## config.mk

```make
export PLATFORM = sky130hd
export DESIGN_NAME = tmf_ctrl
export DESIGN_NICKNAME = d
export VERILOG_FILES = /design/src/design/tmf_pkg.sv /design/src/design/tmf_ctrl.sv
export SDC_FILE = /design/constraint.sdc
export NUM_CORES = 1
export LEC_CHECK = 0
export ABC_CLOCK_PERIOD_IN_PS = 2240
export BUFFER_PORTS_ARGS = -buffer_cell sky130_fd_sc_hd__buf_2
export CAP_MARGIN = 20
export CORE_AREA = 4 4 41 43
export DETAILED_ROUTE_END_ITERATION = 12
export DIE_AREA = 0 0 45 47
export PLACE_DENSITY = 0.7
export REMOVE_ABC_BUFFERS = 1
export SYNTH_ARGS = -nofsm -noshare
export SYNTH_HDL_FRONTEND = slang
export SYNTH_SLANG_ARGS = --single-unit
```

## constraint.sdc

```tcl
create_clock -name clk -period 2.24 [get_ports clk]
set_clock_uncertainty 0.15 [all_clocks]
set_input_delay 0.336 -clock clk [delete_from_list [all_inputs] [get_ports clk]]
set_output_delay 0.336 -clock clk [all_outputs]
set_load 0.01 [all_outputs]
```

## src/design/tmf_pkg.sv

```systemverilog
`timescale 1ns / 1ps
// ----------------------------------------------------------------------------
// tmf_pkg
// Shared constants and types for the temporal median filter.
// ----------------------------------------------------------------------------
package tmf_pkg;
    localparam int CHANNELS_DEF    = 1024;
    localparam int MAX_WINDOW_DEF  = 16;
    localparam int SAMPLE_BITS_DEF = 16;
    localparam int CH_BITS         = 10;
    localparam int WP_BITS         = 4;
    localparam logic [WP_BITS-1:0] WP_RESET = 4'd4;

    // controller to datapath commands
    typedef struct packed {
        logic load;     // capture input transaction, start history read
        logic wr_hist;  // write new sample into its slot
        logic rd_step;  // present next history slot to the selector
        logic clr_cnt;  // clear rank counters
        logic acc;      // accumulate rank of current candidate
        logic finish;   // form median and load output register
    } tmf_cmd_t;

    // datapath to controller status
    typedef struct packed {
        logic out_busy;  // output register still holds a result
    } tmf_sts_t;
endpackage

```

## src/design/tmf_ctrl.sv

```systemverilog
`timescale 1ns / 1ps
// ----------------------------------------------------------------------------
// tmf_ctrl
// Sequencer: write new sample, read back the window, then rank and emit.
// ----------------------------------------------------------------------------
module tmf_ctrl
    import tmf_pkg::*;
#(
    parameter int MAX_WINDOW = MAX_WINDOW_DEF
) (
    input  logic     clk,
    input  logic     rst_n,
    input  logic     in_fire,
    input  tmf_sts_t sts,
    input  logic [$clog2(MAX_WINDOW+1)-1:0] count,
    output logic     in_ready,
    output tmf_cmd_t cmd
);
    localparam int CB = $clog2(MAX_WINDOW + 1);
    typedef enum logic [2:0] {S_IDLE, S_WRITE, S_READ, S_COLLECT, S_FINISH, S_HOLD} state_t;
    state_t        state_reg;
    logic [CB-1:0] n_reg;

    always_ff @(posedge clk or negedge rst_n)
    begin
        if (!rst_n)
        begin
            state_reg <= S_IDLE;
            n_reg     <= '0;
        end
        else
        begin
            case (state_reg)
                S_IDLE:    if (in_fire) state_reg <= S_WRITE;
                S_WRITE:
                begin
                    n_reg     <= CB'(1);
                    state_reg <= S_READ;
                end
                S_READ:    state_reg <= S_COLLECT;
                S_COLLECT:
                begin
                    n_reg <= n_reg + CB'(1);
                    if (n_reg >= count)
                    begin
                        state_reg <= S_FINISH;
                    end
                end
                S_FINISH:  state_reg <= sts.out_busy ? S_FINISH : S_HOLD;
                S_HOLD:    state_reg <= S_IDLE;
                default:   state_reg <= S_IDLE;
            endcase
        end
    end

    // command decode; each memory read is issued in the cycle before its data is collected
    always_comb
    begin
        cmd         = '0;
        cmd.load    = in_fire;
        cmd.wr_hist = (state_reg == S_WRITE);
        cmd.clr_cnt = in_fire;
        cmd.rd_step = (state_reg == S_WRITE) || (state_reg == S_READ) ||
                      (state_reg == S_COLLECT);
        cmd.acc     = (state_reg == S_READ) ||
                      (state_reg == S_COLLECT && n_reg < count);
        cmd.finish  = (state_reg == S_FINISH) && !sts.out_busy;
    end

    assign in_ready = (state_reg == S_IDLE);
endmodule
```

After elaboration in Yosys (flattened, before gate mapping)
Index checks and enable logic that the tools add are counted.
Widths: inputs -> output; s select.
- register bits: 8
- bits of input ports: 9
- output and inout port bits: 7
- word-level logic and storage cells: 25
- add/sub/neg operators: 1
- magnitude comparators: 2
- equal/unequal tests: 6
- multiplexer cells: 5
- reduce and logical (&&, ||, !) cells: 9
- operators with widths (kind ; count):
    $pmux 3 s5 ; 1
    $pmux 5 s2 ; 1
    $eq 3x2->1 const B ; 2
    $mux 3 ; 2
    $add 5x1->5 const B ; 1
    $ge 5x5->1 ; 1
    $lt 5x5->1 ; 1
    $ne 2x2->1 const B ; 2
    $eq 3x1->1 const B ; 1
    $eq 3x3->1 const B ; 1
    $logic_not 3->1 ; 1
    $logic_or 1x1->1 ; 3
    $logic_and 1x1->1 ; 2
    $reduce_and 2->1 ; 1
    $reduce_bool 2->1 ; 1
    $logic_not 1->1 ; 1
    $mux 1 ; 1

Logic depth before layout (Yosys ltp)
Gate-level depths: netlist of the first run.
- depth in word-level cells: 3
- depth in mapped cells: 5
- gate-level depth less buffers: 5

Least setup slack after synthesis of the first run
Ideal clock, no wire load.
- kind: reg2out
- start: reg n_reg[4]
- end: out cmd[1] (netlist bit)
- arrival: 1.307 ns
- data required time: 1.754 ns
- path slack: 0.447 ns
- cell stages (with the launch flop): 5
- cell sequence: dfrtp_1 > ha_1 > a21oi_1 > o2111ai_1 > o21ai_0
- RTL lines (item ; RTL line ; RTL):
    start: declaration ; tmf_ctrl.sv:22 ; logic [CB-1:0] n_reg;
    start signal: assignment ; tmf_ctrl.sv:43 ; n_reg <= n_reg + CB'(1);
    end: declaration ; tmf_ctrl.sv:17 ; output tmf_cmd_t cmd

==> results of run 1 <==
## layout make-up
cell class | instances | area, um^2 | area share
Clock buffer | 3 | 22.5 | 0.0315
Tap cell | 15 | 18.8 | 0.0263
Multi-Input combinational cell | 47 | 349 | 0.489
Timing Repair Buffer | 18 | 100 | 0.140
Sequential cell | 8 | 201 | 0.282
Inverter | 6 | 22.5 | 0.0315
## worst max-delay path, stage by stage, from the launching register on
cell	delay, ns
dfrtp_1	0.41
ha_1	0.34
a21oi_2	0.15
o2111ai_2	0.17
o21ai_1	0.16
buf_2	0.14
## routing by layer
metal,track usage,up-vias,routed length [um]
met1,0.168,244,537
met3,0.0498,4,61
li1,-,267,-
met4,0.0877,0,30
met5,0,-,0
met2,0.229,14,607
## stage by stage
step	setup WS, ns	cell area (um^2)
2_1_floorplan	0.438	562
3_3_place_gp	0.344	671
3_5_place_dp	0.276	671
4_1_cts	0.0438	703
5_1_grt	0.0185	714
6_report	0.136	714
## worst paths after layout
check                                     startpoint                        to  slack, ns  depth (start not counted)
worst max register to register  n_reg[4]$_DFFE_PN0P_  state_reg[2]$_DFFE_PN0P_       0.68                          4
worst max-delay path            n_reg[4]$_DFFE_PN0P_                    cmd[1]       0.14                          5
max in group asynchronous                      rst_n      n_reg[2]$_DFFE_PN0P_       1.45                          2
worst min-delay path                         in_fire  state_reg[0]$_DFFE_PN0P_       0.28                          3
worst min register to register  n_reg[1]$_DFFE_PN0P_      n_reg[1]$_DFFE_PN0P_       0.39                          2
min in group asynchronous                      rst_n      n_reg[4]$_DFFE_PN0P_       0.31                          2
## cell families (layout without fill, tap and decap cells)
kind of cell,Yosys count,after routing,synth area share
buffers and inverters,11,27,0.0983
xor gates and xnor gates,1,1,0.0146
and+or+nand+nor,22,22,0.203
DFF,8,8,0.335
adders and majority gates,6,6,0.126
muxes,3,3,0.0544
AOI/OAI and AO/OA,15,15,0.169
## power by group
part           switching [mW]  total [mW]  internal [mW]
Clock                  0.0507       0.112         0.0614
Combinational           0.290       0.570          0.279
Sequential             0.0823       0.299          0.217
Total                   0.424       0.981          0.558
## placed cells by master, fill, tap and decap left out, types with 2 or more instances in the layout
cell type | netlist | routed
nand2_1 | 6 | 6
inv_1 | 6 | 6
nor3b_1 | 2 | 2
a22o_1 | 3 | 3
a21oi_1 | 4 | 3
o22ai_1 | 2 | 2
nor2_1 | 5 | 5
buf_2 | 2 | 15
dfrtp_1 | 8 | 7
nand3_1 | 3 | 3
mux2_2 | 2 | 2
ha_1 | 6 | 6
clkbuf_4 | 0 | 3
buf_4 | 2 | 2
## timing repair
item                                   CTS  global route
endpoints found under the hold margin    8             0
gates resized for setup                  0             4
setup endpoints to repair                0             1
hold buffers                             1             0
==> impl_metrics.toml, run 1 <==
[cells_and_area]
layout.nets = 99
largest_register_ffs = 5
fin_util = 0.549
num_antenna_cells = 0
layout-drive-gt1-share = 0.329
area_delta_synth_final_pct = 19.5
instances_no_fill = 97
nFillCells = 137

[yosys]
ys.flop_type = "dfrtp_1"
ys_seq_area_frac = 0.335
post_synth_num_cell_types = 27
synth_top_area_frac = 0.335
ys_ff_latch = 8
async_reset_ff_frac = 1.00
synthTopCellsByCount = "dfrtp_1, ha_1, inv_1, nand2_1, nor2_1"
yosysTopAreaCell = "dfrtp_1"
synth_area_um2 = 598
ys_warn_count = 0
synthTopCellsByArea = "dfrtp_1, ha_1, a22o_1"
synth-edff-count = 0
synthCells = 66
yosysMostFrequentCell = "dfrtp_1"
avgSynthCellArea_um2 = 9.06

[timing]
finalCriticalPeriod_ns = 2.10
fmax_mhz = 475
slew_viol_final = 0
rsz0062_at_grt = "no"
finalHoldViolations = 0
finalSetupTns_ns = 0
hold-worst-slack_ns = 0.276
finalCritPeriodShare = 0.939
finalSetupViolCount = 0
max_slew_margin = 0.719
worst_pin_slew_ns = 0.421

[critical_path]
worstPathArrival_ns = 1.62
cp.required_ns = 1.75
crit_type = "flop to primary output"
critPathLaunchType = "flop"
worstSetupEndpointType = "primary output"
path_max_fanout = 4

[clock_network]
post_cts_buffers = 0
path_clk_slew_ns = 0.06
ctsHtreeMaxLevel = 1
cts_buffers = 3
clockBufferDepth = 2
clock-sinks = 8
cts_tree = "built"
cts-root-buf = "clkbuf_4"
insertion_delay_ns = 0.25

[pwr]
power.total_uw = 981
irDropWorstVdd_v = 0.000744
leakagePower_nw = 0.370
p_per_area_nw_per_um2 = 1370

[global_routing]
grt_max_degree = 15
first_global_vias = 526
globalRouteTotalUtil = 0.144
overflow = 0
grt_pass1_wl_mm = 2.17
antenna_found_initial = 0

[drt]
route.detailed.drc = 0
vias = 529
wl_per_cell_um = 12.7
dr.pass1.iters = 2
drtAntennaViolNets = 0
vias_per_cell = 5.45
drtIter0Drc = 1
wl_mm = 1.24

[floorplanning]
dieWidth_um = 45
row_count = 13
io_pins = 16
dieArea_um2 = 2120
core_area_um2 = 1300
die_h_um = 47
initial_utilization = 0.460

[job]
drv_cap = 0

[place]
place_congestion = 0.700
dp_hpwl_um = 970
port_buffers = 15
placedCellCount = 93

[hold_path]
hp-class = "input pin to flop"

[status]
status = "completed"
Power figures use the tool's default switching activity.
==> run 2: changes to the inputs <==
--- a/config.mk
+++ b/config.mk
@@ -5,13 +5,13 @@
 export SDC_FILE = /design/constraint.sdc
 export NUM_CORES = 1
 export LEC_CHECK = 0
-export ABC_CLOCK_PERIOD_IN_PS = 2240
+export ABC_CLOCK_PERIOD_IN_PS = 1700
 export BUFFER_PORTS_ARGS = -buffer_cell sky130_fd_sc_hd__buf_2
 export CAP_MARGIN = 20
-export CORE_AREA = 4 4 41 43
+export CORE_AREA = 4 4 42 44
 export DETAILED_ROUTE_END_ITERATION = 12
-export DIE_AREA = 0 0 45 47
-export PLACE_DENSITY = 0.7
+export DIE_AREA = 0 0 46 48
+export PLACE_DENSITY = 0.69
 export REMOVE_ABC_BUFFERS = 1
 export SYNTH_ARGS = -nofsm -noshare
 export SYNTH_HDL_FRONTEND = slang
==> constraint.sdc (replaced) <==
create_clock -name clk -period 1.7 [get_ports clk]
set_clock_uncertainty 0.15 [all_clocks]
set_input_delay 0.255 -clock clk [delete_from_list [all_inputs] [get_ports clk]]
set_output_delay 0.255 -clock clk [all_outputs]
set_load 0.01 [all_outputs]
==> impl_metrics.toml, run 2 (synthesis results as in run 1) <==
[status]
status = "finished, violations left"
violations = "setup timing"

[place]
dp_hpwl_um = 976
port_buffers = 15
place_congestion = 0.755
placedCellCount = 100
placed_cell_area_um2 = 717

[clock_network]
cts_buffers = 3
clockBufferDepth = 2
ctsHtreeMaxLevel = 1
insertion_delay_ns = 0.26
path_clk_slew_ns = 0.05
cts_tree = "built"
cts-root-buf = "clkbuf_4"
clock-sinks = 8

[timing]
slew_viol_final = 0
max_slew_margin = 0.818
rsz0062_at_grt = "yes"
finalHoldViolations = 0
fmax_mhz = 534
finalCritPeriodShare = 1.10
finalSetupViolCount = 1
finalCriticalPeriod_ns = 1.87
finalSetupTns_ns = -0.173
worst_pin_slew_ns = 0.272
setup_ws_ns = -0.173

[critical_path]
rr_worst_depth = 6
critPathLaunchType = "flop"
path_max_fanout = 3
r2r_start = "n_reg[4]$_DFFE_PN0P_"
crit_start = "n_reg[4]$_DFFE_PN0P_"
cp-endpoint = "cmd[1]"
r2r-end = "state_reg[2]$_DFFE_PN0P_"
crit_type = "flop to primary output"
cp.required_ns = 1.29
worstPathArrival_ns = 1.47
worstSetupEndpointType = "primary output"
r2r_slack_ns = 0.09

[cells_and_area]
area_delta_synth_final_pct = 40.6
multi_input_area_um2 = 405
largest_register_ffs = 5
nFillCells = 145
regArea_um2 = 203
num_antenna_cells = 0
final_common_cell = "buf_2"
final_cell_mix = "buf_2, buf_4, inv_1, nand2_1, dfrtp_1"
fin_area_um2 = 841
layout-drive-gt1-share = 0.462
instances_no_fill = 107
layout.nets = 108

[drt]
wl_mm = 1.34
route.detailed.drc = 0
dr.pass1.iters = 4
vias_per_cell = 5.21
vias = 557
wl_per_cell_um = 12.6
drtIter0Drc = 7
drtAntennaViolNets = 0

[hold_path]
holdPathStages = 3
hp-class = "input pin to flop"
worstHoldStart = "in_fire"

[global_routing]
grt_max_degree = 10
grt_pass1_wl_mm = 2.08
globalRouteTotalUtil = 0.140
overflow = 0
antenna_found_initial = 0
first_global_vias = 502

[pwr]
p_switching_uw = 622
irDropWorstVdd_v = 0.000742
comb_power_share = 0.639
p_clk_frac = 0.096
leakagePower_nw = 0.415
internal-power_uw = 903
p_per_area_nw_per_um2 = 1810
seqPwrFrac = 0.265
sw_frac_of_total = 0.408

[job]
drv_cap = 0

[floorplanning]
dieArea_um2 = 2210
row_count = 14
initial_utilization = 0.416
dieWidth_um = 46
die_h_um = 48
core_area_um2 = 1440
io_pins = 16
==> run 2: changes by cell type in the layout (fill, tap and decap cells not counted), sizes merged <==
cell	before	now
buf	17	26
==> run 2: timing repair <==
item,CTS,global route
buffers inserted,1,3
hold buffers,1,0
setup endpoints to repair,1,6
endpoints found under the hold margin,8,0
pin swaps,2,2
resized for setup,5,8
==> run 2: layout make-up <==
| class | count | area share |
|---|---|---|
| Sequential cell | 8 | 0.241 |
| Clock buffer | 3 | 0.0268 |
| Inverter | 6 | 0.0268 |
| Timing Repair Buffer | 27 | 0.199 |
| Multi-Input combinational cell | 47 | 0.482 |
| Tap cell | 16 | 0.0238 |
==> run 2: layer usage <==
metal / vias up / global-route usage / routed length [um]
met3: 5 / 0.0489 / 53
met2: 12 / 0.228 / 699
li1: 284 / - / -
met5: - / 0 / 0
met4: 0 / 0.108 / 37
met1: 256 / 0.146 / 553
==> run 2: how the worst min path moves through the flow <==
stage	to	slack [ns]
after floorplan	n_reg[0]$_DFFE_PN0P_	-0.19
after global placement	n_reg[2]$_DFFE_PN0P_	-0.05
after detailed placement	n_reg[4]$_DFFE_PN0P_	-0.04
after CTS	state_reg[0]$_DFFE_PN0P_	0.16
after global routing	state_reg[0]$_DFFE_PN0P_	0.21
final	state_reg[0]$_DFFE_PN0P_	0.16
==> run 2: power groups by stage <==
stage          clock network, mW  registers (mW)  logic [mW]
5_1_grt                    0.162           0.416        1.10
6_report                   0.147           0.404       0.974
3_3_place_gp                   0           0.386       0.805
4_1_cts                    0.154           0.394       0.886
2_1_floorplan                  0           0.419       0.473
3_5_place_dp                   0           0.388       0.823
==> run 2: worst max-delay path: stages (launching register included) <==
cell and delay [ns]:
dfrtp_1 0.40, ha_4 0.30, nand2_1 0.06, o2111ai_2 0.21
o21ai_1 0.09, buf_2 0.14
==> run 2: stage by stage <==
| stage | power (mW) | utilization | hold slack (ns) | worst slack [ns] |
|---|---|---|---|---|
| after floorplan | 0.891 | - | -0.191 | -0.0211 |
| after global placement | 1.19 | 0.499 | -0.0458 | 0.0296 |
| after detailed placement | 1.21 | 0.499 | -0.0419 | -0.0105 |
| after CTS | 1.43 | 0.550 | 0.156 | -0.160 |
| after global routing | 1.68 | 0.585 | 0.210 | -0.271 |
| final | 1.53 | 0.585 | 0.162 | -0.173 |
